### src/hdl/assert_macros.svh
// ----------------------------------------------------------------------------
// Assertion macros
// Short forms for the concurrent checks used across the RTL.
// ----------------------------------------------------------------------------
`ifndef ASSERT_MACROS_SVH
`define ASSERT_MACROS_SVH

// Clocked check that is switched off while reset is asserted.
`define MBS_ASSERT(lbl, clk, rst_n, prop, msg) \
  lbl: assert property (@(posedge clk) disable iff (!rst_n) prop) else $error(msg);

// Clocked check that also holds during reset.
`define MBS_ASSERT_ALWAYS(lbl, clk, prop, msg) \
  lbl: assert property (@(posedge clk) prop) else $error(msg);

`endif

### src/hdl/mbs_pkg.sv
// ----------------------------------------------------------------------------
// mbs_pkg
// Shared types and constants of the multichannel burst scheduler.
// ----------------------------------------------------------------------------
package mbs_pkg;

  // Default sizes.
  localparam int CHANNELS_DEF  = 4;
  localparam int MAX_SHOTS_DEF = 15;

  // Depth of the command queue between front and back.
  localparam int QUEUE_DEPTH = 4;

  // Width of the per-channel countdown and of the status mask.
  localparam int CD_W   = 24;
  localparam int MASK_W = 4;

  // Reset values.
  localparam logic [15:0]        INTERVAL_RESET = 16'd410;
  localparam logic signed [15:0] DIR_X_RESET    = 16'sd16384;

  // Input opcodes.
  localparam logic [1:0] OP_SCHEDULE = 2'd0;
  localparam logic [1:0] OP_TICK     = 2'd1;
  localparam logic [1:0] OP_CLEAR    = 2'd2;

  // Classified command kinds.
  typedef enum logic [1:0] {
    CMD_NOP   = 2'd0,
    CMD_LOAD  = 2'd1,
    CMD_TICK  = 2'd2,
    CMD_CLEAR = 2'd3
  } cmd_kind_t;

  // One command in the queue. For a load, data_x/data_y are the offset;
  // for a tick they are the base position.
  typedef struct packed {
    cmd_kind_t          kind;
    logic [2:0]         chan;
    logic [3:0]         shots;
    logic signed [15:0] data_x;
    logic signed [15:0] data_y;
    logic signed [15:0] aim_x;
    logic signed [15:0] aim_y;
    logic [14:0]        dt;
  } cmd_t;

  // One result beat.
  typedef struct packed {
    logic               fire_valid;
    logic [2:0]         fire_channel;
    logic signed [15:0] spawn_x;
    logic signed [15:0] spawn_y;
    logic signed [15:0] dir_x;
    logic signed [15:0] dir_y;
    logic [MASK_W-1:0]  active_mask;
    logic               last;
  } res_t;

endpackage

### src/hdl/mbs_if.sv
// ----------------------------------------------------------------------------
// mbs_if
// Valid/ready stream interfaces for the input items and the result beats.
// ----------------------------------------------------------------------------
interface mbs_in_if;
  logic               valid;
  logic               ready;
  logic [1:0]         opcode;
  logic [2:0]         channel;
  logic [3:0]         burst_len;
  logic signed [15:0] offset_x;
  logic signed [15:0] offset_y;
  logic signed [15:0] aim_x;
  logic signed [15:0] aim_y;
  logic signed [15:0] tick_delta;
  logic signed [15:0] base_x;
  logic signed [15:0] base_y;

  modport source (
    output valid, opcode, channel, burst_len, offset_x, offset_y, aim_x, aim_y,
           tick_delta, base_x, base_y,
    input  ready
  );
  modport sink (
    input  valid, opcode, channel, burst_len, offset_x, offset_y, aim_x, aim_y,
           tick_delta, base_x, base_y,
    output ready
  );
endinterface

interface mbs_out_if;
  logic               valid;
  logic               ready;
  logic               fire_valid;
  logic [2:0]         fire_channel;
  logic signed [15:0] spawn_x;
  logic signed [15:0] spawn_y;
  logic signed [15:0] dir_x;
  logic signed [15:0] dir_y;
  logic [3:0]         active_mask;
  logic               last;

  modport source (
    output valid, fire_valid, fire_channel, spawn_x, spawn_y, dir_x, dir_y,
           active_mask, last,
    input  ready
  );
  modport sink (
    input  valid, fire_valid, fire_channel, spawn_x, spawn_y, dir_x, dir_y,
           active_mask, last,
    output ready
  );
endinterface

### src/hdl/mbs_front.sv
// ----------------------------------------------------------------------------
// mbs_front
// Accepts input beats and classifies them into queue commands.
// ----------------------------------------------------------------------------
module mbs_front #(
  parameter int CHANNELS  = mbs_pkg::CHANNELS_DEF,
  parameter int MAX_SHOTS = mbs_pkg::MAX_SHOTS_DEF
) (
  mbs_in_if.sink         in_bus,
  input  logic           q_full,
  output logic           q_push,
  output mbs_pkg::cmd_t  q_cmd
);

  logic sched_ok;

  // Take a beat whenever the queue has room.
  assign in_bus.ready = !q_full;
  assign q_push       = in_bus.valid && !q_full;

  // A schedule counts only for an existing channel and a nonzero count.
  assign sched_ok = (4'(in_bus.channel) < 4'(CHANNELS)) && (in_bus.burst_len != 4'd0);

  // Classify the opcode and pack the fields the back end needs.
  always_comb begin
    q_cmd.chan   = in_bus.channel;
    q_cmd.shots  = (in_bus.burst_len > 4'(MAX_SHOTS)) ? 4'(MAX_SHOTS) : in_bus.burst_len;
    q_cmd.aim_x  = in_bus.aim_x;
    q_cmd.aim_y  = in_bus.aim_y;
    q_cmd.dt     = in_bus.tick_delta[15] ? 15'd0 : in_bus.tick_delta[14:0];
    q_cmd.data_x = in_bus.offset_x;
    q_cmd.data_y = in_bus.offset_y;
    case (in_bus.opcode)
      mbs_pkg::OP_SCHEDULE: begin
        q_cmd.kind = sched_ok ? mbs_pkg::CMD_LOAD : mbs_pkg::CMD_NOP;
      end
      mbs_pkg::OP_TICK: begin
        q_cmd.kind   = mbs_pkg::CMD_TICK;
        q_cmd.data_x = in_bus.base_x;
        q_cmd.data_y = in_bus.base_y;
      end
      mbs_pkg::OP_CLEAR: begin
        q_cmd.kind = mbs_pkg::CMD_CLEAR;
      end
      default: begin
        q_cmd.kind = mbs_pkg::CMD_NOP;
      end
    endcase
  end

endmodule

### src/hdl/mbs_queue.sv
// ----------------------------------------------------------------------------
// mbs_queue
// Short command queue that decouples the front end from the back end.
// ----------------------------------------------------------------------------
module mbs_queue (
  input  logic          clk,
  input  logic          rst_n,
  input  logic          push,
  input  mbs_pkg::cmd_t push_cmd,
  output logic          full,
  input  logic          pop,
  output mbs_pkg::cmd_t pop_cmd,
  output logic          empty
);

  localparam int DEPTH = mbs_pkg::QUEUE_DEPTH;
  localparam int PTR_W = $clog2(DEPTH);
  localparam int CNT_W = $clog2(DEPTH + 1);

  mbs_pkg::cmd_t    mem_r [DEPTH];
  logic [PTR_W-1:0] wr_ptr_r, wr_ptr_nxt;
  logic [PTR_W-1:0] rd_ptr_r, rd_ptr_nxt;
  logic [CNT_W-1:0] count_r, count_nxt;
  logic             do_push, do_pop;

  assign full    = (count_r == CNT_W'(DEPTH));
  assign empty   = (count_r == '0);
  assign do_push = push && !full;
  assign do_pop  = pop && !empty;
  assign pop_cmd = mem_r[rd_ptr_r];

  // Pointer and fill-count update; pointers wrap at the depth.
  always_comb begin
    wr_ptr_nxt = wr_ptr_r;
    rd_ptr_nxt = rd_ptr_r;
    count_nxt  = count_r;
    if (do_push) begin
      wr_ptr_nxt = (wr_ptr_r == PTR_W'(DEPTH - 1)) ? '0 : wr_ptr_r + 1'b1;
    end
    if (do_pop) begin
      rd_ptr_nxt = (rd_ptr_r == PTR_W'(DEPTH - 1)) ? '0 : rd_ptr_r + 1'b1;
    end
    if (do_push && !do_pop) begin
      count_nxt = count_r + 1'b1;
    end else if (do_pop && !do_push) begin
      count_nxt = count_r - 1'b1;
    end
  end

  always_ff @(posedge clk) begin
    if (!rst_n) begin
      wr_ptr_r <= '0;
      rd_ptr_r <= '0;
      count_r  <= '0;
    end else begin
      wr_ptr_r <= wr_ptr_nxt;
      rd_ptr_r <= rd_ptr_nxt;
      count_r  <= count_nxt;
    end
  end

  // Storage needs no reset.
  always_ff @(posedge clk) begin
    if (do_push) begin
      mem_r[wr_ptr_r] <= push_cmd;
    end
  end

endmodule

### src/hdl/mbs_back.sv
// ----------------------------------------------------------------------------
// mbs_back
// Burst state, channel walk and result generation for queued commands.
// ----------------------------------------------------------------------------
`include "assert_macros.svh"

module mbs_back #(
  parameter int CHANNELS = mbs_pkg::CHANNELS_DEF
) (
  input  logic          clk,
  input  logic          rst_n,
  input  logic          cfg_we,
  input  logic [15:0]   cfg_wdata,
  input  logic          q_empty,
  input  mbs_pkg::cmd_t q_cmd,
  output logic          q_pop,
  output logic          out_valid,
  input  logic          out_ready,
  output mbs_pkg::res_t out_res
);

  localparam int CH_W   = (CHANNELS > 1) ? $clog2(CHANNELS) : 1;
  localparam int CD_W   = mbs_pkg::CD_W;
  localparam int MASK_N = (CHANNELS < mbs_pkg::MASK_W) ? CHANNELS : mbs_pkg::MASK_W;

  typedef enum logic [3:0] {
    S_IDLE = 4'b0001,
    S_SUB  = 4'b0010,
    S_FIRE = 4'b0100,
    S_DONE = 4'b1000
  } state_t;

  // Burst state per channel.
  logic [3:0]             rem_r  [CHANNELS];
  logic signed [CD_W-1:0] cd_r   [CHANNELS];
  logic signed [15:0]     offx_r [CHANNELS];
  logic signed [15:0]     offy_r [CHANNELS];
  logic signed [15:0]     dirx_r [CHANNELS];
  logic signed [15:0]     diry_r [CHANNELS];

  logic [15:0]     cfg_r;
  state_t          state_r, state_nxt;
  logic [CH_W-1:0] ch_r, ch_nxt;
  mbs_pkg::cmd_t   cmd_r, cmd_nxt;
  logic            pend_valid_r, pend_valid_nxt;
  mbs_pkg::res_t   pend_r, pend_nxt;
  logic            out_valid_r, out_valid_nxt;
  mbs_pkg::res_t   out_r, out_nxt;

  logic [15:0]                iv;
  logic signed [CD_W-1:0]     iv_ext, dt_ext, cur_cd;
  logic [3:0]                 cur_rem;
  logic [CH_W-1:0]            ld_idx;
  logic                       out_free, fire_now, can_fire, last_ch;
  logic [mbs_pkg::MASK_W-1:0] mask_now, mask_fire;
  mbs_pkg::res_t              fire_res;

  function automatic logic signed [15:0] sat_add16(logic signed [15:0] a,
                                                   logic signed [15:0] b);
    logic signed [16:0] s;
    s = {a[15], a} + {b[15], b};
    if (s[16] != s[15]) begin
      return s[16] ? 16'sh8000 : 16'sh7FFF;
    end
    return s[15:0];
  endfunction

  // A zero interval behaves as one.
  assign iv     = (cfg_r == 16'd0) ? 16'd1 : cfg_r;
  assign iv_ext = $signed(CD_W'(iv));
  assign dt_ext = $signed(CD_W'(cmd_r.dt));

  assign cur_rem  = rem_r[ch_r];
  assign cur_cd   = cd_r[ch_r];
  assign ld_idx   = q_cmd.chan[CH_W-1:0];
  assign out_free = !out_valid_r || out_ready;
  assign last_ch  = (ch_r == CH_W'(CHANNELS - 1));
  assign q_pop    = (state_r == S_IDLE) && !q_empty;

  // A shot is due while shots remain and the countdown is not positive.
  assign fire_now = (state_r == S_FIRE) && (cur_rem != 4'd0) &&
                    (cur_cd[CD_W-1] || (cur_cd == '0));
  // A held shot must leave through the output register first.
  assign can_fire = fire_now && (!pend_valid_r || out_free);

  // Active mask now, and as it will read once the current shot is counted.
  always_comb begin
    mask_now  = '0;
    mask_fire = '0;
    for (int c = 0; c < MASK_N; c++) begin
      mask_now[c]  = (rem_r[c] != 4'd0);
      mask_fire[c] = (CH_W'(c) == ch_r) ? (cur_rem != 4'd1) : (rem_r[c] != 4'd0);
    end
  end

  // Result beat for the shot being fired.
  always_comb begin
    fire_res.fire_valid   = 1'b1;
    fire_res.fire_channel = 3'(ch_r);
    fire_res.spawn_x      = sat_add16(cmd_r.data_x, offx_r[ch_r]);
    fire_res.spawn_y      = sat_add16(cmd_r.data_y, offy_r[ch_r]);
    fire_res.dir_x        = dirx_r[ch_r];
    fire_res.dir_y        = diry_r[ch_r];
    fire_res.active_mask  = mask_fire;
    fire_res.last         = 1'b0;
  end

  // Sequencer. A fired shot is held back one step so the final one of a
  // tick can be flagged as last.
  always_comb begin
    state_nxt      = state_r;
    ch_nxt         = ch_r;
    cmd_nxt        = cmd_r;
    pend_valid_nxt = pend_valid_r;
    pend_nxt       = pend_r;
    out_nxt        = out_r;
    out_valid_nxt  = out_valid_r && !out_ready;
    case (state_r)
      S_IDLE: begin
        if (q_pop) begin
          cmd_nxt   = q_cmd;
          ch_nxt    = '0;
          state_nxt = (q_cmd.kind == mbs_pkg::CMD_TICK) ? S_SUB : S_DONE;
        end
      end
      S_SUB: begin
        state_nxt = S_FIRE;
      end
      S_FIRE: begin
        if (fire_now) begin
          if (can_fire) begin
            if (pend_valid_r) begin
              out_nxt       = pend_r;
              out_valid_nxt = 1'b1;
            end
            pend_nxt       = fire_res;
            pend_valid_nxt = 1'b1;
          end
        end else if (last_ch) begin
          state_nxt = S_DONE;
        end else begin
          ch_nxt    = ch_r + 1'b1;
          state_nxt = S_SUB;
        end
      end
      S_DONE: begin
        if (out_free) begin
          if (pend_valid_r) begin
            out_nxt = pend_r;
          end else begin
            out_nxt             = '0;
            out_nxt.active_mask = mask_now;
          end
          out_nxt.last   = 1'b1;
          out_valid_nxt  = 1'b1;
          pend_valid_nxt = 1'b0;
          state_nxt      = S_IDLE;
        end
      end
      default: begin
        state_nxt = S_IDLE;
      end
    endcase
  end

  // Control registers.
  always_ff @(posedge clk) begin
    if (!rst_n) begin
      state_r      <= S_IDLE;
      ch_r         <= '0;
      pend_valid_r <= 1'b0;
      out_valid_r  <= 1'b0;
      cfg_r        <= mbs_pkg::INTERVAL_RESET;
    end else begin
      state_r      <= state_nxt;
      ch_r         <= ch_nxt;
      pend_valid_r <= pend_valid_nxt;
      out_valid_r  <= out_valid_nxt;
      if (cfg_we) begin
        cfg_r <= cfg_wdata;
      end
    end
  end

  // Payload registers.
  always_ff @(posedge clk) begin
    cmd_r  <= cmd_nxt;
    pend_r <= pend_nxt;
    out_r  <= out_nxt;
  end

  // Burst state: load, clear, time step and shot countdown.
  always_ff @(posedge clk) begin
    if (!rst_n || (q_pop && (q_cmd.kind == mbs_pkg::CMD_CLEAR))) begin
      for (int c = 0; c < CHANNELS; c++) begin
        rem_r[c]  <= 4'd0;
        cd_r[c]   <= '0;
        offx_r[c] <= '0;
        offy_r[c] <= '0;
        dirx_r[c] <= mbs_pkg::DIR_X_RESET;
        diry_r[c] <= '0;
      end
    end else if (q_pop && (q_cmd.kind == mbs_pkg::CMD_LOAD)) begin
      rem_r[ld_idx]  <= q_cmd.shots;
      cd_r[ld_idx]   <= iv_ext;
      offx_r[ld_idx] <= q_cmd.data_x;
      offy_r[ld_idx] <= q_cmd.data_y;
      dirx_r[ld_idx] <= q_cmd.aim_x;
      diry_r[ld_idx] <= q_cmd.aim_y;
    end else if ((state_r == S_SUB) && (cur_rem != 4'd0)) begin
      cd_r[ch_r] <= cur_cd - dt_ext;
    end else if (can_fire) begin
      rem_r[ch_r] <= cur_rem - 4'd1;
      cd_r[ch_r]  <= cur_cd + iv_ext;
    end
  end

  assign out_valid = out_valid_r;
  assign out_res   = out_r;

  // Checks.
  `MBS_ASSERT(a_pop_idle, clk, rst_n, q_pop |-> (state_r == S_IDLE), "pop outside idle")
  `MBS_ASSERT(a_idle_no_pend, clk, rst_n, (state_r == S_IDLE) |-> !pend_valid_r, "held shot in idle")
  `MBS_ASSERT(a_fire_chan, clk, rst_n, (out_valid_r && out_r.fire_valid) |-> ({1'b0, out_r.fire_channel} < 4'(CHANNELS)), "bad fire channel")
  `MBS_ASSERT(a_fire_hold, clk, rst_n, (fire_now && pend_valid_r && !out_free) |=> (state_r == S_FIRE), "stalled shot dropped")

endmodule

### src/hdl/multichannel_burst_scheduler.sv
// ----------------------------------------------------------------------------
// multichannel_burst_scheduler
// Keeps one burst per channel and emits one result beat per fired shot.
// A schedule or clear item (and an unused opcode) passes through the back
// end's idle and done states and yields one status beat. A tick walks the
// channels in order, a subtract and a fire state for each, with up to
// CHANNELS*MAX_SHOTS shot beats. The front end keeps taking items into a
// four-entry command queue while the back end works, and a result register
// lets the next beat be prepared while the previous one waits on out_bus.ready.
// ----------------------------------------------------------------------------
module multichannel_burst_scheduler #(
  parameter int CHANNELS  = mbs_pkg::CHANNELS_DEF,
  parameter int MAX_SHOTS = mbs_pkg::MAX_SHOTS_DEF
) (
  input  logic        clk,
  input  logic        rst_n,
  mbs_in_if.sink      in_bus,
  mbs_out_if.source   out_bus,
  input  logic        cfg_we,
  input  logic [15:0] cfg_wdata
);

  logic          q_push, q_full, q_pop, q_empty;
  mbs_pkg::cmd_t push_cmd, pop_cmd;
  logic          res_valid;
  mbs_pkg::res_t res;

  // Front end: accept and classify.
  mbs_front #(
    .CHANNELS  (CHANNELS),
    .MAX_SHOTS (MAX_SHOTS)
  ) u_front (
    .in_bus (in_bus),
    .q_full (q_full),
    .q_push (q_push),
    .q_cmd  (push_cmd)
  );

  // Command queue.
  mbs_queue u_queue (
    .clk      (clk),
    .rst_n    (rst_n),
    .push     (q_push),
    .push_cmd (push_cmd),
    .full     (q_full),
    .pop      (q_pop),
    .pop_cmd  (pop_cmd),
    .empty    (q_empty)
  );

  // Back end: burst state and result generation.
  mbs_back #(
    .CHANNELS (CHANNELS)
  ) u_back (
    .clk       (clk),
    .rst_n     (rst_n),
    .cfg_we    (cfg_we),
    .cfg_wdata (cfg_wdata),
    .q_empty   (q_empty),
    .q_cmd     (pop_cmd),
    .q_pop     (q_pop),
    .out_valid (res_valid),
    .out_ready (out_bus.ready),
    .out_res   (res)
  );

  // Result beat onto the output channel.
  assign out_bus.valid        = res_valid;
  assign out_bus.fire_valid   = res.fire_valid;
  assign out_bus.fire_channel = res.fire_channel;
  assign out_bus.spawn_x      = res.spawn_x;
  assign out_bus.spawn_y      = res.spawn_y;
  assign out_bus.dir_x        = res.dir_x;
  assign out_bus.dir_y        = res.dir_y;
  assign out_bus.active_mask  = res.active_mask;
  assign out_bus.last         = res.last;

endmodule

### src/flat_wrapper.sv
// flat-port wrapper written by rule: the top's interface ports become plain ports
module multichannel_burst_scheduler_flat 
#(
  parameter int CHANNELS  = mbs_pkg::CHANNELS_DEF,
  parameter int MAX_SHOTS = mbs_pkg::MAX_SHOTS_DEF
)
  (clk, rst_n, cfg_we, cfg_wdata, in_bus_valid, in_bus_opcode, in_bus_channel, in_bus_burst_len, in_bus_offset_x, in_bus_offset_y, in_bus_aim_x, in_bus_aim_y, in_bus_tick_delta, in_bus_base_x, in_bus_base_y, in_bus_ready, out_bus_valid, out_bus_fire_valid, out_bus_fire_channel, out_bus_spawn_x, out_bus_spawn_y, out_bus_dir_x, out_bus_dir_y, out_bus_active_mask, out_bus_last, out_bus_ready);
  mbs_in_if in_bus_i ();
  mbs_out_if out_bus_i ();
  input  logic clk;
  input  logic rst_n;
  input  logic cfg_we;
  input  logic [15:0] cfg_wdata;
  input wire logic [$bits(in_bus_i.valid)-1:0] in_bus_valid;
  input wire logic [$bits(in_bus_i.opcode)-1:0] in_bus_opcode;
  input wire logic [$bits(in_bus_i.channel)-1:0] in_bus_channel;
  input wire logic [$bits(in_bus_i.burst_len)-1:0] in_bus_burst_len;
  input wire logic [$bits(in_bus_i.offset_x)-1:0] in_bus_offset_x;
  input wire logic [$bits(in_bus_i.offset_y)-1:0] in_bus_offset_y;
  input wire logic [$bits(in_bus_i.aim_x)-1:0] in_bus_aim_x;
  input wire logic [$bits(in_bus_i.aim_y)-1:0] in_bus_aim_y;
  input wire logic [$bits(in_bus_i.tick_delta)-1:0] in_bus_tick_delta;
  input wire logic [$bits(in_bus_i.base_x)-1:0] in_bus_base_x;
  input wire logic [$bits(in_bus_i.base_y)-1:0] in_bus_base_y;
  output wire logic [$bits(in_bus_i.ready)-1:0] in_bus_ready;
  output wire logic [$bits(out_bus_i.valid)-1:0] out_bus_valid;
  output wire logic [$bits(out_bus_i.fire_valid)-1:0] out_bus_fire_valid;
  output wire logic [$bits(out_bus_i.fire_channel)-1:0] out_bus_fire_channel;
  output wire logic [$bits(out_bus_i.spawn_x)-1:0] out_bus_spawn_x;
  output wire logic [$bits(out_bus_i.spawn_y)-1:0] out_bus_spawn_y;
  output wire logic [$bits(out_bus_i.dir_x)-1:0] out_bus_dir_x;
  output wire logic [$bits(out_bus_i.dir_y)-1:0] out_bus_dir_y;
  output wire logic [$bits(out_bus_i.active_mask)-1:0] out_bus_active_mask;
  output wire logic [$bits(out_bus_i.last)-1:0] out_bus_last;
  input wire logic [$bits(out_bus_i.ready)-1:0] out_bus_ready;
  assign in_bus_i.valid = in_bus_valid;
  assign in_bus_i.opcode = in_bus_opcode;
  assign in_bus_i.channel = in_bus_channel;
  assign in_bus_i.burst_len = in_bus_burst_len;
  assign in_bus_i.offset_x = in_bus_offset_x;
  assign in_bus_i.offset_y = in_bus_offset_y;
  assign in_bus_i.aim_x = in_bus_aim_x;
  assign in_bus_i.aim_y = in_bus_aim_y;
  assign in_bus_i.tick_delta = in_bus_tick_delta;
  assign in_bus_i.base_x = in_bus_base_x;
  assign in_bus_i.base_y = in_bus_base_y;
  assign in_bus_ready = in_bus_i.ready;
  assign out_bus_valid = out_bus_i.valid;
  assign out_bus_fire_valid = out_bus_i.fire_valid;
  assign out_bus_fire_channel = out_bus_i.fire_channel;
  assign out_bus_spawn_x = out_bus_i.spawn_x;
  assign out_bus_spawn_y = out_bus_i.spawn_y;
  assign out_bus_dir_x = out_bus_i.dir_x;
  assign out_bus_dir_y = out_bus_i.dir_y;
  assign out_bus_active_mask = out_bus_i.active_mask;
  assign out_bus_last = out_bus_i.last;
  assign out_bus_i.ready = out_bus_ready;
  multichannel_burst_scheduler #(.CHANNELS(CHANNELS), .MAX_SHOTS(MAX_SHOTS)) u_core (.clk(clk), .rst_n(rst_n), .in_bus(in_bus_i), .out_bus(out_bus_i), .cfg_we(cfg_we), .cfg_wdata(cfg_wdata));
endmodule
### config.mk
export PLATFORM = sky130hd
export DESIGN_NAME = multichannel_burst_scheduler_flat
export DESIGN_NICKNAME = d
export VERILOG_FILES = /design/src/hdl/mbs_pkg.sv /design/src/hdl/mbs_if.sv /design/src/hdl/mbs_front.sv /design/src/hdl/mbs_queue.sv /design/src/hdl/mbs_back.sv /design/src/hdl/multichannel_burst_scheduler.sv /design/src/flat_wrapper.sv
export VERILOG_INCLUDE_DIRS = /design/src /design/src/hdl
export SDC_FILE = /design/constraint.sdc
export NUM_CORES = 1
export LEC_CHECK = 0
export BUFFER_PORTS_ARGS = -buffer_cell sky130_fd_sc_hd__buf_2
export CAP_MARGIN = 0
export CELL_PAD_IN_SITES_DETAIL_PLACEMENT = 0
export CELL_PAD_IN_SITES_GLOBAL_PLACEMENT = 1
export CORE_MARGIN = 2
export CORE_UTILIZATION = 42
export CTS_CLUSTER_SIZE = 14
export DETAILED_ROUTE_END_ITERATION = 10
export GPL_ROUTABILITY_DRIVEN = 0
export PLACE_DENSITY = 0.65
export REMOVE_ABC_BUFFERS = 1
export SYNTH_ARGS = -nofsm -noshare
export SYNTH_HDL_FRONTEND = slang
export SYNTH_SLANG_ARGS = --single-unit
export TNS_END_PERCENT = 50
### constraint.sdc
create_clock -name clk -period 8.18 [get_ports clk]
set_input_delay 0.818 -clock clk [delete_from_list [all_inputs] [get_ports clk]]
set_output_delay 0.818 -clock clk [all_outputs]
set_load 0.02 [all_outputs]
==> results of run 1 <==
## Yosys cell counts, types with 5 or more instances
cell and count:
sky130_fd_sc_hd__a22oi_1 17, sky130_fd_sc_hd__o21bai_1 7, sky130_fd_sc_hd__nand3_1 15, sky130_fd_sc_hd__or3_1 10, sky130_fd_sc_hd__xor2_1 28, sky130_fd_sc_hd__and2_1 68, sky130_fd_sc_hd__a211oi_1 7, sky130_fd_sc_hd__edfxtp_1 905
sky130_fd_sc_hd__nor2b_1 91, sky130_fd_sc_hd__buf_1 17, sky130_fd_sc_hd__a21o_1 15, sky130_fd_sc_hd__o31ai_1 5, sky130_fd_sc_hd__nor3_1 27, sky130_fd_sc_hd__mux2i_1 24, sky130_fd_sc_hd__xnor2_1 27, sky130_fd_sc_hd__o21a_1 15
sky130_fd_sc_hd__and3_1 12, sky130_fd_sc_hd__o21ai_0 52, sky130_fd_sc_hd__ha_1 73, sky130_fd_sc_hd__nand4_1 5, sky130_fd_sc_hd__buf_2 7, sky130_fd_sc_hd__a21oi_1 88, sky130_fd_sc_hd__nand2b_1 16, sky130_fd_sc_hd__buf_6 6
sky130_fd_sc_hd__dfxtp_1 35, sky130_fd_sc_hd__clkbuf_1 81, sky130_fd_sc_hd__mux2_2 33, sky130_fd_sc_hd__nor4b_1 5, sky130_fd_sc_hd__nor4_1 20, sky130_fd_sc_hd__inv_1 128, sky130_fd_sc_hd__nor2_1 296, sky130_fd_sc_hd__nand2_1 132
sky130_fd_sc_hd__mux4_2 180
## power groups by stage
stage,clock (mW),sequential (mW),combinational [mW]
after floorplan,0,6.71,2.30
after global placement,0,6.64,3.36
after detailed placement,0,6.68,3.39
after CTS,4.50,6.58,3.41
after global routing,4.69,6.64,3.70
final,4.40,6.57,3.36
## state kept, by name (all words and copies together), names as in the netlist, 3 cells and up, named ones only
register and cells:
u_core.u_back.cd_r 96, u_core.u_back.out_res 72, u_core.u_back.rem_r 16, u_core.u_queue.count_r 3, u_core.u_queue.mem_r 348, u_core.u_back.offy_r 64, u_core.u_back.pend_r 70, u_core.u_back.state_r 4
u_core.u_back.offx_r 64, u_core.u_back.cfg_r 16, u_core.u_back.cmd_r 47, u_core.u_back.dirx_r 64, u_core.u_back.diry_r 64
## layout make-up
| class | count | area share |
|---|---|---|
| sequential | 940 | 0.6112 |
| multi-input combinational | 1324 | 0.2444 |
| clock buffer | 133 | 0.05955 |
| tap | 1265 | 0.03468 |
| timing repair buffer | 249 | 0.02917 |
| inverter | 129 | 0.01061 |
| clock inverter | 49 | 0.01034 |
## worst paths after layout
kind / end / slack, ns
setup / recovery: u_core.u_back.cd_r[2][20] / 1.64
hold / removal: u_core.u_back.cfg_r[7] / 0.36
setup reg to reg: u_core.u_back.cd_r[2][20] / 1.64
hold reg to reg: register / 0.48
## layer usage
metal | vias to the layer above | track usage
met5 | - | 0
met4 | 20 | 0.04513
met3 | 142 | 0.03656
met2 | 571 | 0.3195
met1 | 11300 | 0.2561
li1 | 9956 | -
## cells by family (layout without fill, tap and decap cells)
| kind of cell | count (synthesis) | count (layout) | share of synthesized area |
|---|---|---|---|
| compound gates | 243 | 243 | 0.03837 |
| fa+ha+maj | 80 | 80 | 0.02565 |
| xor+xnor | 55 | 55 | 0.01207 |
| flops | 940 | 940 | 0.6985 |
| mux | 237 | 237 | 0.1169 |
| simple gates | 708 | 708 | 0.08393 |
| other cells | 1 | 1 | 0.00009396 |
| buf+inv | 243 | 560 | 0.02448 |
## through the flow
stage	setup slack, ns	hold slack [ns]	power (mW)
5_1_grt	0.9577	0.3287	15.03
6_report	1.639	0.3571	14.33
2_1_floorplan	-9.552	0.4541	9.002
4_1_cts	1.534	0.3120	14.49
3_5_place_dp	1.557	0.4731	10.07
3_3_place_gp	1.796	0.4503	9.997
## worst register-to-register path, delay by kind of cell, from the launching register on
family                   cells  cell delay (ns)
AND/OR/NAND/NOR              7             1.54
AO/OA/AOI/OAI                5             1.36
multiplexers                 2             0.99
buffers and inverters        3             0.98
flip-flops                   1             0.81
adder cells (fa/ha/maj)      2             0.68
==> load_flow_metrics.sql, run 1 <==
INSERT INTO impl_metrics (metric_group, metric, value, unit) VALUES
('logic_synthesis', 'synth.avg_cell_area', '15.92', 'µm²'),
('logic_synthesis', 'async_reset_ff_frac', '0', ''),
('cells_and_area', 'finalNetCount', '2963', ''),
('detailed_routing', 'wl_met3', '5.335', 'mm'),
('floorplan', 'floorplan.initialDensity', '0.4219', ''),
('floorplan', 'die-width', '312.3', 'µm'),
('clock_network', 'cts_sinks', '940', ''),
('detailed_routing', 'detailroute.via_count', '21980', ''),
('critical_path', 'critPathRequiredTime', '8.67', 'ns'),
('detailed_routing', 'routed.top_layer', 'met5', ''),
('power', 'netSwitchingPower', '4.253', 'mW'),
('clock_network', 'post_cts.resized_instances', '0', ''),
('min_path', 'worst_hold_startpoint', 'cfg_wdata[7]', ''),
('detailed_routing', 'drt.antenna.violating_nets', '0', ''),
('floorplan', 'floorplan_die_height', '312.3', 'µm'),
('detailed_routing', 'met2RoutedLength', '45.87', 'mm'),
('cells_and_area', 'ratio_of_cells_with_drive_above_1_in_the_final_layout', '0.2270', ''),
('clock_network', 'cts_post_setup_buffers_inserted', '0', ''),
('grt', 'gr-total-overflow', '0', ''),
('placement', 'place.detailed.instances', '3907', ''),
('cells_and_area', 'mostFrequentLayoutCell', 'sky130_fd_sc_hd__edfxtp_1', ''),
('logic_synthesis', 'post-synth-top-area-fraction', '0.6809', ''),
('critical_path', 'critPathMostFrequentCell', 'sky130_fd_sc_hd__nand2_1', ''),
('power', 'power_report.internal_total', '10.08', 'mW'),
('critical_path', 'worst_ep_arrival_time', '7.03', 'ns'),
('clock_network', 'number_of_h_tree_branching_levels', '3', ''),
('cells_and_area', 'num-fill-cells', '8031', ''),
('clock_network', 'cts_inserted_buffers', '100', ''),
('clock_network', 'cts_root_buf', 'sky130_fd_sc_hd__clkbuf_16', ''),
('timing', 'fin_worst_skew', '0.04561', 'ns'),
('critical_path', 'crit_cells', '19', ''),
('power', 'max-vdd-ir-drop', '203.2', 'µV'),
('critical_path', 'critical_path.slowest_cell', 'sky130_fd_sc_hd__dfxtp_4', ''),
('critical_path', 'timing.critical_path.max_delay_family', 'simple AND/OR/NAND/NOR gates', ''),
('floorplan', 'placementRows', '113', ''),
('critical_path', 'crit_buf_inv', '3', ''),
('placement', 'place_area', '0.04244', 'mm²'),
('timing', 'fin_crit', '6.541', 'ns'),
('logic_synthesis', 'ys.flop_type', 'sky130_fd_sc_hd__edfxtp_1', ''),
('detailed_routing', 'route.detailed.wl_per_inst', '22.75', 'µm'),
('logic_synthesis', 'yosysWarnings', '0', ''),
('timing', 'fin_tns_setup', '0', 'ns'),
('critical_path', 'worst-setup-path-type', 'register to register', ''),
('floorplan', 'num_io_pins', '217', ''),
('detailed_routing', 'firstDrtPassIters', '6', ''),
('timing', 'report.final.slew_viol_count', '0', ''),
('cells_and_area', 'final_cell_mix', 'sky130_fd_sc_hd__edfxtp_1 (905), sky130_fd_sc_hd__nor2_1 (294), sky130_fd_sc_hd__buf_2 (215)', ''),
('timing', 'finalHoldViolations', '0', ''),
('run_status', 'run_status', 'complete, no violations', ''),
('critical_path', 'crit_fanout', '32', ''),
('placement', 'numPortBuffers', '215', ''),
('min_path', 'worst_hold_class', 'input pin to register', ''),
('critical_path', 'startpoint_type', 'register', ''),
('cells_and_area', 'diodes', '0', ''),
('critical_path', 'critPathCaptureType', 'register', ''),
('cells_and_area', 'finish.cell_count_without_fillers', '4089', ''),
('timing', 'setup_viol', '0', ''),
('timing', 'fin_crit_sh', '0.7996', ''),
('logic_synthesis', 'synth.largest_area_cell', 'sky130_fd_sc_hd__edfxtp_1', ''),
('clock_network', 'path_clk_slew', '0.06', 'ns'),
('power', 'switching_share', '0.2967', ''),
('power', 'static-leakage-power', '16.27', 'nW'),
('critical_path', 'timing.critical_path.cells', 'buf_4 > mux4_2 > inv_1 > ha_1 > a221oi_1 > and2_1 > nand2_1 > inv_1 > nand2_1 > nand2_1 > fa_1 > a21oi_1 > o21ai_0 > a211oi_1 > nor4_1 > a21boi_0 > nand2b_1 > mux2_2 > nor3_1', ''),
('grt', 'first_global_vias', '22890', ''),
('timing', 'achievable-frequency', '0.1529', 'GHz'),
('logic_synthesis', 'synth-edff-count', '905', ''),
('detailed_routing', 'drt-vias-per-instance', '5.376', ''),
('grt', 'grt.total_usage', '0.1900', ''),
('timing', 'grt_setup_unrepaired', 'false', ''),
('job', 'cap_viol_max_count', '0', ''),
('floorplan', 'design.core.area', '0.09459', 'mm²');
Power figures use the tool's default switching activity.
==> run 2: changes to the inputs <==
--- a/config.mk
+++ b/config.mk
@@ -6,6 +6,7 @@
 export SDC_FILE = /design/constraint.sdc
 export NUM_CORES = 1
 export LEC_CHECK = 0
+export ABC_AREA = 1
 export BUFFER_PORTS_ARGS = -buffer_cell sky130_fd_sc_hd__buf_2
 export CAP_MARGIN = 0
 export CELL_PAD_IN_SITES_DETAIL_PLACEMENT = 0
@@ -15,7 +16,7 @@
 export CTS_CLUSTER_SIZE = 14
 export DETAILED_ROUTE_END_ITERATION = 10
 export GPL_ROUTABILITY_DRIVEN = 0
-export PLACE_DENSITY = 0.65
+export PLACE_DENSITY = 0.71
 export REMOVE_ABC_BUFFERS = 1
 export SYNTH_ARGS = -nofsm -noshare
 export SYNTH_HDL_FRONTEND = slang
==> constraint.sdc (replaced) <==
create_clock -name clk -period 5.9 [get_ports clk]
set_input_delay 0.59 -clock clk [delete_from_list [all_inputs] [get_ports clk]]
set_output_delay 0.59 -clock clk [all_outputs]
set_load 0.02 [all_outputs]
==> run 2 against run 1 <==
Clock skew fell by 0.016 ns. Critical path type unchanged. Critical path depth rose by 3. First-iteration DRC count rose by 5.5%.
==> load_flow_metrics.sql, run 2 <==
INSERT INTO impl_metrics (metric_group, metric, value, unit) VALUES
('run_status', 'run_status', 'complete, no violations', ''),
('power', 'power_report.internal_total', '15.33', 'mW'),
('timing', 'grt_setup_unrepaired', 'false', ''),
('logic_synthesis', 'seq_area_frac_synth', '0.6841', ''),
('cells_and_area', 'mostFrequentLayoutCell', 'sky130_fd_sc_hd__edfxtp_1', ''),
('logic_synthesis', 'postSynthCellCount', '3611', ''),
('logic_synthesis', 'yosys.area_share.simple', '0.1257', ''),
('critical_path', 'worst-setup-path-type', 'register to register', ''),
('clock_network', 'number_of_h_tree_branching_levels', '3', ''),
('power', 'netSwitchingPower', '8.409', 'mW'),
('power', 'pwr_density_cell', '510.5', 'mW/mm²'),
('timing', 'achievable-frequency', '0.2039', 'GHz'),
('logic_synthesis', 'synthMuxAreaShare', '0.009088', ''),
('power', 'total_power', '23.74', 'mW'),
('floorplan', 'placementRows', '114', ''),
('logic_synthesis', 'post-synth-top-count-cell', 'sky130_fd_sc_hd__edfxtp_1', ''),
('floorplan', 'die-width', '315.5', 'µm'),
('logic_synthesis', 'post-synth-top-area-fraction', '0.6669', ''),
('floorplan', 'num_io_pins', '217', ''),
('cells_and_area', 'finalNetCount', '4025', ''),
('logic_synthesis', 'synth.avg_cell_area', '11.29', 'µm²'),
('min_path', 'min_delay_path_depth', '1', ''),
('grt', 'wire_length_of_the_first_global_routing_pass', '152.9', 'mm'),
('logic_synthesis', 'yosysWarnings', '0', ''),
('grt', 'grt.total_usage', '0.2015', ''),
('critical_path', 'slowest_delay', '0.54', 'ns'),
('logic_synthesis', 'async_reset_ff_frac', '0', ''),
('logic_synthesis', 'synthXorXnorAreaFrac', '0.01268', ''),
('timing', 'fin_ws', '0.9946', 'ns'),
('logic_synthesis', 'postSynthRegisterBits', '940', ''),
('min_path', 'min_to', 'u_core.u_queue.mem_r[0][33]', ''),
('clock_network', 'cts_post_setup_buffers_inserted', '0', ''),
('timing', 'fin_crit_sh', '0.8314', ''),
('placement', 'numPortBuffers', '215', ''),
('critical_path', 'timing.critical_path.cells', 'inv_2 > a21oi_1 > a32oi_1 > inv_1 > ha_1 > nand3_2 > nand2_1 > inv_1 > nand4_4 > nand2_1 > o21ai_0 > ha_1 > fa_1 > nand3_1 > nand2_1 > a21boi_0 > o21ai_0 > a31oi_1 > o21bai_1 > or2_2 > nand3_1 > nor2_1', ''),
('detailed_routing', 'firstDrtPassIters', '5', ''),
('critical_path', 'r2r_cells', '22', ''),
('critical_path', 'crit_fanout', '33', ''),
('cells_and_area', 'max_flop_register', 'u_core.u_queue.mem_r', ''),
('grt', 'grt_max_degree', '76', ''),
('detailed_routing', 'drt.antenna.violating_nets', '0', ''),
('clock_network', 'post_cts.resized_instances', '0', ''),
('cells_and_area', 'layout.cell_area.non_filler', '0.04649', 'mm²'),
('timing', 'worst-slew-pin-transition', '1.037', 'ns'),
('cells_and_area', 'area_growth', '14.09', '%'),
('grt', 'grt_antenna_before_repair', '5', ''),
('job', 'cap_viol_max_count', '0', ''),
('cells_and_area', 'final_core_occ', '0.4822', ''),
('detailed_routing', 'drt-vias-per-instance', '5.159', ''),
('cells_and_area', 'multi_input_area', '0.01076', 'mm²'),
('detailed_routing', 'drc', '0', ''),
('timing', 'finalHoldViolations', '0', ''),
('placement', 'place_area', '0.04324', 'mm²'),
('logic_synthesis', 'ys_types', '57', ''),
('logic_synthesis', 'synth-edff-count', '905', ''),
('floorplan', 'floorplan.initialDensity', '0.4226', ''),
('timing', 'report.final.slew_viol_count', '0', ''),
('critical_path', 'startpoint_type', 'register', ''),
('power', 'comb_power_share', '0.323', ''),
('logic_synthesis', 'ys.flop_type', 'sky130_fd_sc_hd__edfxtp_1', ''),
('power', 'static-leakage-power', '17.78', 'nW'),
('logic_synthesis', 'dominant_combinational_cell_family_by_area_after_synthesis', 'simple AND/OR/NAND/NOR gates', ''),
('power', 'flop_pwr_share', '0.416', ''),
('detailed_routing', 'route.detailed.wl_per_inst', '19.41', 'µm'),
('logic_synthesis', 'post_synth_instance_area', '0.04075', 'mm²'),
('critical_path', 'rr_endpoint', 'u_core.u_back.cd_r[0][18]', ''),
('logic_synthesis', 'ys_top_cells_by_area', 'sky130_fd_sc_hd__edfxtp_1 (67%), sky130_fd_sc_hd__nor2_1 (6.7%), sky130_fd_sc_hd__nand2_1 (4.1%)', ''),
('clock_network', 'cts_inserted_buffers', '100', ''),
('clock_network', 'tritoncts', 'built', ''),
('timing', 'worst_hold_slack', '0.1174', 'ns'),
('power', 'clock_power_share', '0.261', ''),
('grt', 'first_global_vias', '26230', ''),
('floorplan', 'floorplan_die_height', '315.5', 'µm'),
('cells_and_area', 'final_cell_mix', 'sky130_fd_sc_hd__edfxtp_1 (905), sky130_fd_sc_hd__nor2_1 (723), sky130_fd_sc_hd__nand2_1 (437)', ''),
('critical_path', 'critPathMostFrequentCell', 'sky130_fd_sc_hd__nand2_1', ''),
('clock_network', 'cts_root_buf', 'sky130_fd_sc_hd__clkbuf_16', ''),
('power', 'max-vdd-ir-drop', '274.9', 'µV'),
('clock_network', 'cts_hold_buffers_added', '0', ''),
('critical_path', 'critPathRequiredTime', '6.31', 'ns'),
('clock_network', 'cts_buffer_depth', '3', ''),
('critical_path', 'rrSetupSlack', '0.99', 'ns'),
('critical_path', 'critPathCaptureType', 'register', ''),
('cells_and_area', 'final-seq-area', '0.02789', 'mm²'),
('clock_network', 'insertion_delay', '0.69', 'ns'),
('cells_and_area', 'num-fill-cells', '8784', ''),
('logic_synthesis', 'synth.largest_area_cell', 'sky130_fd_sc_hd__edfxtp_1', ''),
('placement', 'dpl_worst_slack', '1.062', 'ns'),
('critical_path', 'critical_path.slowest_cell', 'sky130_fd_sc_hd__inv_2', ''),
('detailed_routing', 'drt_wl_total', '100.3', 'mm'),
('logic_synthesis', 'synth_fa_ha_area_frac', '0.02438', ''),
('timing', 'fin_crit', '4.905', 'ns'),
('detailed_routing', 'initialDrtViolationCount', '1956', ''),
('critical_path', 'worst_ep_arrival_time', '5.31', 'ns'),
('placement', 'hpwl_dp', '61.28', 'mm'),
('logic_synthesis', 'yosys-top-cells-count', 'sky130_fd_sc_hd__edfxtp_1 (905), sky130_fd_sc_hd__nor2_1 (730), sky130_fd_sc_hd__nand2_1 (441), sky130_fd_sc_hd__inv_1 (370), sky130_fd_sc_hd__o21ai_0 (314)', ''),
('timing', 'setup_viol', '0', ''),
('clock_network', 'path_clk_slew', '0.06', 'ns'),
('floorplan', 'die-area', '0.09953', 'mm²'),
('grt', 'gr-total-overflow', '0', ''),
('clock_network', 'cts_sinks', '940', ''),
('detailed_routing', 'detailroute.via_count', '26660', ''),
('cells_and_area', 'ratio_of_cells_with_drive_above_1_in_the_final_layout', '0.1278', ''),
('floorplan', 'design.core.area', '0.09642', 'mm²'),
('cells_and_area', 'number_of_flip_flops_under_the_largest_register_name', '348', ''),
('min_path', 'worst_hold_class', 'input pin to register', ''),
('power', 'switching_share', '0.3543', ''),
('timing', 'fin_worst_skew', '0.02933', 'ns'),
('timing', 'relSlewSlack', '0.3087', ''),
('logic_synthesis', 'synth-compound-area-share', '0.09021', ''),
('min_path', 'worst_hold_startpoint', 'in_bus_aim_x[2]', '');
run 2: cell count changes after synthesis, moves of 67 or more:
| cell | change |
|---|---|
| sky130_fd_sc_hd__nand2_1 | +309 |
| sky130_fd_sc_hd__o22ai_1 | +112 |
| sky130_fd_sc_hd__nand3_1 | +67 |
| sky130_fd_sc_hd__nor2_1 | +434 |
| sky130_fd_sc_hd__mux4_2 | -180 |
| sky130_fd_sc_hd__nor2b_1 | -91 |
| sky130_fd_sc_hd__and2_1 | -67 |
| sky130_fd_sc_hd__o21ai_0 | +262 |
| sky130_fd_sc_hd__inv_1 | +242 |
run 2: logic make-up after synthesis:
group | after synthesis
AOI/OAI and AO/OA | 646
xor gates and xnor gates | 59
adders and majority gates | 77
buffers and inverters | 555
DFF | 940
muxes | 33
other | 1
and+or+nand+nor | 1300
run 2: final cells by class:
cell class                 instances  area share
sequential                       940      0.5998
multi-input combinational       2116      0.2314
clock buffer                     123     0.05675
tap                             1276     0.03434
timing repair buffer             271     0.03380
inverter                         377     0.03062
clock inverter                    62     0.01321
antenna                            2   0.0001076
run 2: through the flow:
stage | instances | TNS (ns)
finish | 5167 | 0
global route | 5166 | 0
CTS | 5165 | 0
detailed placement | 4980 | 0
global placement | 4980 | 0
floorplan | 3433 | -2818.83
run 2: power by group through the flow:
stage	clock network [mW]	registers [mW]	logic, mW
after floorplan	0	10.1	5.08
after global placement	0	9.99	7.68
after detailed placement	0	10.0	7.72
after CTS	6.32	9.88	7.76
after global routing	6.57	10.0	8.67
final	6.20	9.87	7.67
run 2: how the worst max path moves through the flow:
stage	endpoint	slack [ns]	start	cells after the start
2_1_floorplan	u_core.u_back.dirx_r[3][0]	-5.12	register	10
3_3_place_gp	u_core.u_back.cd_r[2][21]	1.07	register	21
3_5_place_dp	u_core.u_back.cd_r[2][18]	1.06	register	23
4_1_cts	u_core.u_back.cd_r[2][18]	1.03	register	23
5_1_grt	u_core.u_back.cd_r[2][15]	0.56	register	22
6_report	u_core.u_back.cd_r[0][18]	0.99	register	22
run 2: layer usage:
| metal | global-route usage | routed length [µm] |
|---|---|---|
| met1 | 0.2706 | 44250 |
| met2 | 0.3453 | 48920 |
| met3 | 0.02919 | 5070 |
| met4 | 0.04944 | 2013 |
| met5 | 0 | 23 |
run 2: critical path: cells and delay by family (launching register included):
| family | cells | cell delay (ns) |
|---|---|---|
| AOI/OAI and AO/OA | 7 | 1.52 |
| adders and majority gates | 3 | 0.91 |
| buffers and inverters | 3 | 0.77 |
| DFF | 1 | 0.32 |
| and+or+nand+nor | 9 | 1.12 |
==> run 3: changes to the inputs <==
==> constraint.sdc (replaced) <==
create_clock -name clk -period 4.3 [get_ports clk]
set_input_delay 0.43 -clock clk [delete_from_list [all_inputs] [get_ports clk]]
set_output_delay 0.43 -clock clk [all_outputs]
set_load 0.02 [all_outputs]
==> run 3 against run 2 <==
Utilization increased by 1.6 points. Sequential power increased by 37%. Sequential cell count unchanged. Clock skew increased by 0.0032 ns. Design area increased by 3.3%. Critical path type unchanged. Register-to-register slack got worse by 0.68 ns. Critical path depth unchanged. First-iteration DRC count decreased by 0.61%. Combinational power increased by 53%. Largest cell class unchanged. Clock power increased by 40%. Power increased by 43%.
==> load_flow_metrics.sql, run 3 (synthesized netlist as in run 2, its figures left out) <==
INSERT INTO impl_metrics (metric_group, metric, value, unit) VALUES
('run_status', 'run_status', 'complete, no violations', ''),
('critical_path', 'worst-setup-path-type', 'register to register', ''),
('power', 'static-leakage-power', '18.52', 'nW'),
('grt', 'gr-total-overflow', '0', ''),
('timing', 'grt_setup_unrepaired', 'true', ''),
('cells_and_area', 'mostFrequentLayoutCell', 'sky130_fd_sc_hd__edfxtp_1', ''),
('cells_and_area', 'num-fill-cells', '8673', ''),
('timing', 'fin_worst_skew', '0.03256', 'ns'),
('critical_path', 'critPathCaptureType', 'register', ''),
('timing', 'finalHoldViolations', '0', ''),
('floorplan', 'die-width', '315.5', 'µm'),
('cells_and_area', 'final_cell_mix', 'sky130_fd_sc_hd__edfxtp_1 (905), sky130_fd_sc_hd__nor2_1 (719), sky130_fd_sc_hd__nand2_1 (432)', ''),
('cells_and_area', 'ratio_of_cells_with_drive_above_1_in_the_final_layout', '0.1542', ''),
('floorplan', 'floorplan.initialDensity', '0.4226', ''),
('cells_and_area', 'finish.cell_count_without_fillers', '5302', ''),
('detailed_routing', 'drt_wl_total', '100.7', 'mm'),
('critical_path', 'crit_fanout', '12', ''),
('grt', 'grt_max_degree', '91', ''),
('cells_and_area', 'multi_input_area', '0.01087', 'mm²'),
('placement', 'hpwl_dp', '63.65', 'mm'),
('timing', 'fin_crit', '3.990', 'ns'),
('timing', 'achievable-frequency', '0.2506', 'GHz'),
('floorplan', 'num_io_pins', '217', ''),
('detailed_routing', 'detailroute.via_count', '27110', ''),
('timing', 'setup_viol', '0', ''),
('min_path', 'worst_hold_startpoint', 'cfg_wdata[11]', ''),
('placement', 'numPortBuffers', '215', ''),
('detailed_routing', 'route.detailed.wl_per_inst', '18.99', 'µm'),
('clock_network', 'number_of_h_tree_branching_levels', '3', ''),
('timing', 'fin_tns_setup', '0', 'ns'),
('detailed_routing', 'firstDrtPassIters', '5', ''),
('clock_network', 'cts_buffer_depth', '3', ''),
('timing', 'worst-slew-pin-transition', '1.075', 'ns'),
('cells_and_area', 'number_of_flip_flops_under_the_largest_register_name', '348', ''),
('cells_and_area', 'area_growth', '17.88', '%'),
('cells_and_area', 'max_flop_register', 'u_core.u_queue.mem_r', ''),
('clock_network', 'path_clk_slew', '0.06', 'ns'),
('min_path', 'worst_hold_class', 'input pin to register', ''),
('floorplan', 'floorplan_die_height', '315.5', 'µm'),
('detailed_routing', 'drc', '0', ''),
('job', 'cap_viol_max_count', '0', ''),
('power', 'max-vdd-ir-drop', '368.3', 'µV'),
('clock_network', 'insertion_delay', '0.68', 'ns'),
('critical_path', 'critPathRequiredTime', '4.70', 'ns'),
('timing', 'relSlewSlack', '0.2808', ''),
('placement', 'place.detailed.instances', '5070', ''),
('critical_path', 'startpoint_type', 'register', ''),
('cells_and_area', 'final-seq-area', '0.02789', 'mm²'),
('grt', 'first_global_vias', '26490', '');
## run 3: cell type report
cell class,count,share of cell area
clock buffer,129,0.05631
clock inverter,58,0.01360
inverter,377,0.02967
multi-input combinational,2116,0.2263
sequential,940,0.5805
tap,1276,0.03323
timing repair buffer,406,0.06032
## run 3: final timing paths
path / slack (ns) / end / depth (start not counted)
setup / recovery: 0.31 / u_core.u_back.cd_r[1][18] / 22
hold / removal: 0.06 / u_core.u_back.cfg_r[11] / 3
setup reg to reg: 0.31 / u_core.u_back.cd_r[1][18] / 22
hold reg to reg: 0.50 / u_core.u_queue.count_r[2] / 2
## run 3: per-layer routing
| metal | GRT usage | up-vias | wire [µm] |
|---|---|---|---|
| li1 | - | 13130 | - |
| met1 | 0.2719 | 13150 | 44730 |
| met2 | 0.3383 | 668 | 47790 |
| met3 | 0.03057 | 158 | 5608 |
| met4 | 0.05730 | 4 | 2523 |
| met5 | 0 | - | 21 |
## run 3: through the flow
step / worst slack (ns) / total power, mW / utilization / instance area (µm²) / hold slack [ns]
5_1_grt: -0.01429 / 36.04 / 0.4982 / 48040 / 0.04674
3_3_place_gp: 0.1081 / 25.23 / 0.4572 / 44090 / 0.4766
6_report: 0.3098 / 33.94 / 0.4982 / 48040 / 0.05686
3_5_place_dp: 0.01232 / 25.31 / 0.4572 / 44090 / 0.4852
2_1_floorplan: -6.719 / 20.87 / - / 39980 / 0.4522
4_1_cts: 0.04840 / 34.09 / 0.4964 / 47870 / 0.02277
## run 3: worst max-delay path: stages, from the launching register on
cell and delay, ns:
sky130_fd_sc_hd__dfxtp_4 0.43, sky130_fd_sc_hd__inv_4 0.08, sky130_fd_sc_hd__buf_4 0.16, sky130_fd_sc_hd__nand2_1 0.06, sky130_fd_sc_hd__a32o_1 0.22, sky130_fd_sc_hd__ha_1 0.21, sky130_fd_sc_hd__nand3_2 0.11, sky130_fd_sc_hd__nand2_1 0.11
sky130_fd_sc_hd__inv_1 0.07, sky130_fd_sc_hd__nand4_4 0.12, sky130_fd_sc_hd__buf_4 0.20, sky130_fd_sc_hd__o21ai_0 0.10, sky130_fd_sc_hd__ha_2 0.22, sky130_fd_sc_hd__fa_1 0.42, sky130_fd_sc_hd__nand3_1 0.08, sky130_fd_sc_hd__nand2_1 0.09
sky130_fd_sc_hd__a21boi_2 0.17, sky130_fd_sc_hd__o21ai_2 0.10, sky130_fd_sc_hd__a31oi_2 0.23, sky130_fd_sc_hd__o21bai_1 0.11, sky130_fd_sc_hd__or2_2 0.28, sky130_fd_sc_hd__nand3_2 0.09, sky130_fd_sc_hd__nor2_1 0.07
## run 3: where the power goes
group / leakage (nW) / internal, mW / switching (mW) / total (mW)
clock: 1.62 / 5.12 / 3.59 / 8.71
sequential: 8.97 / 12.9 / 0.556 / 13.5
combinational: 7.93 / 4.08 / 7.67 / 11.7
total: 18.5 / 22.1 / 11.8 / 33.9
## run 3: what timing repair did
action	CTS	global route
cloned	0	1
pin swaps	0	4
hold buffers	42	0
setup endpoints to repair	4	78
setup buffers	0	2
hold endpoints to repair	147	0
gates resized for setup	1	42
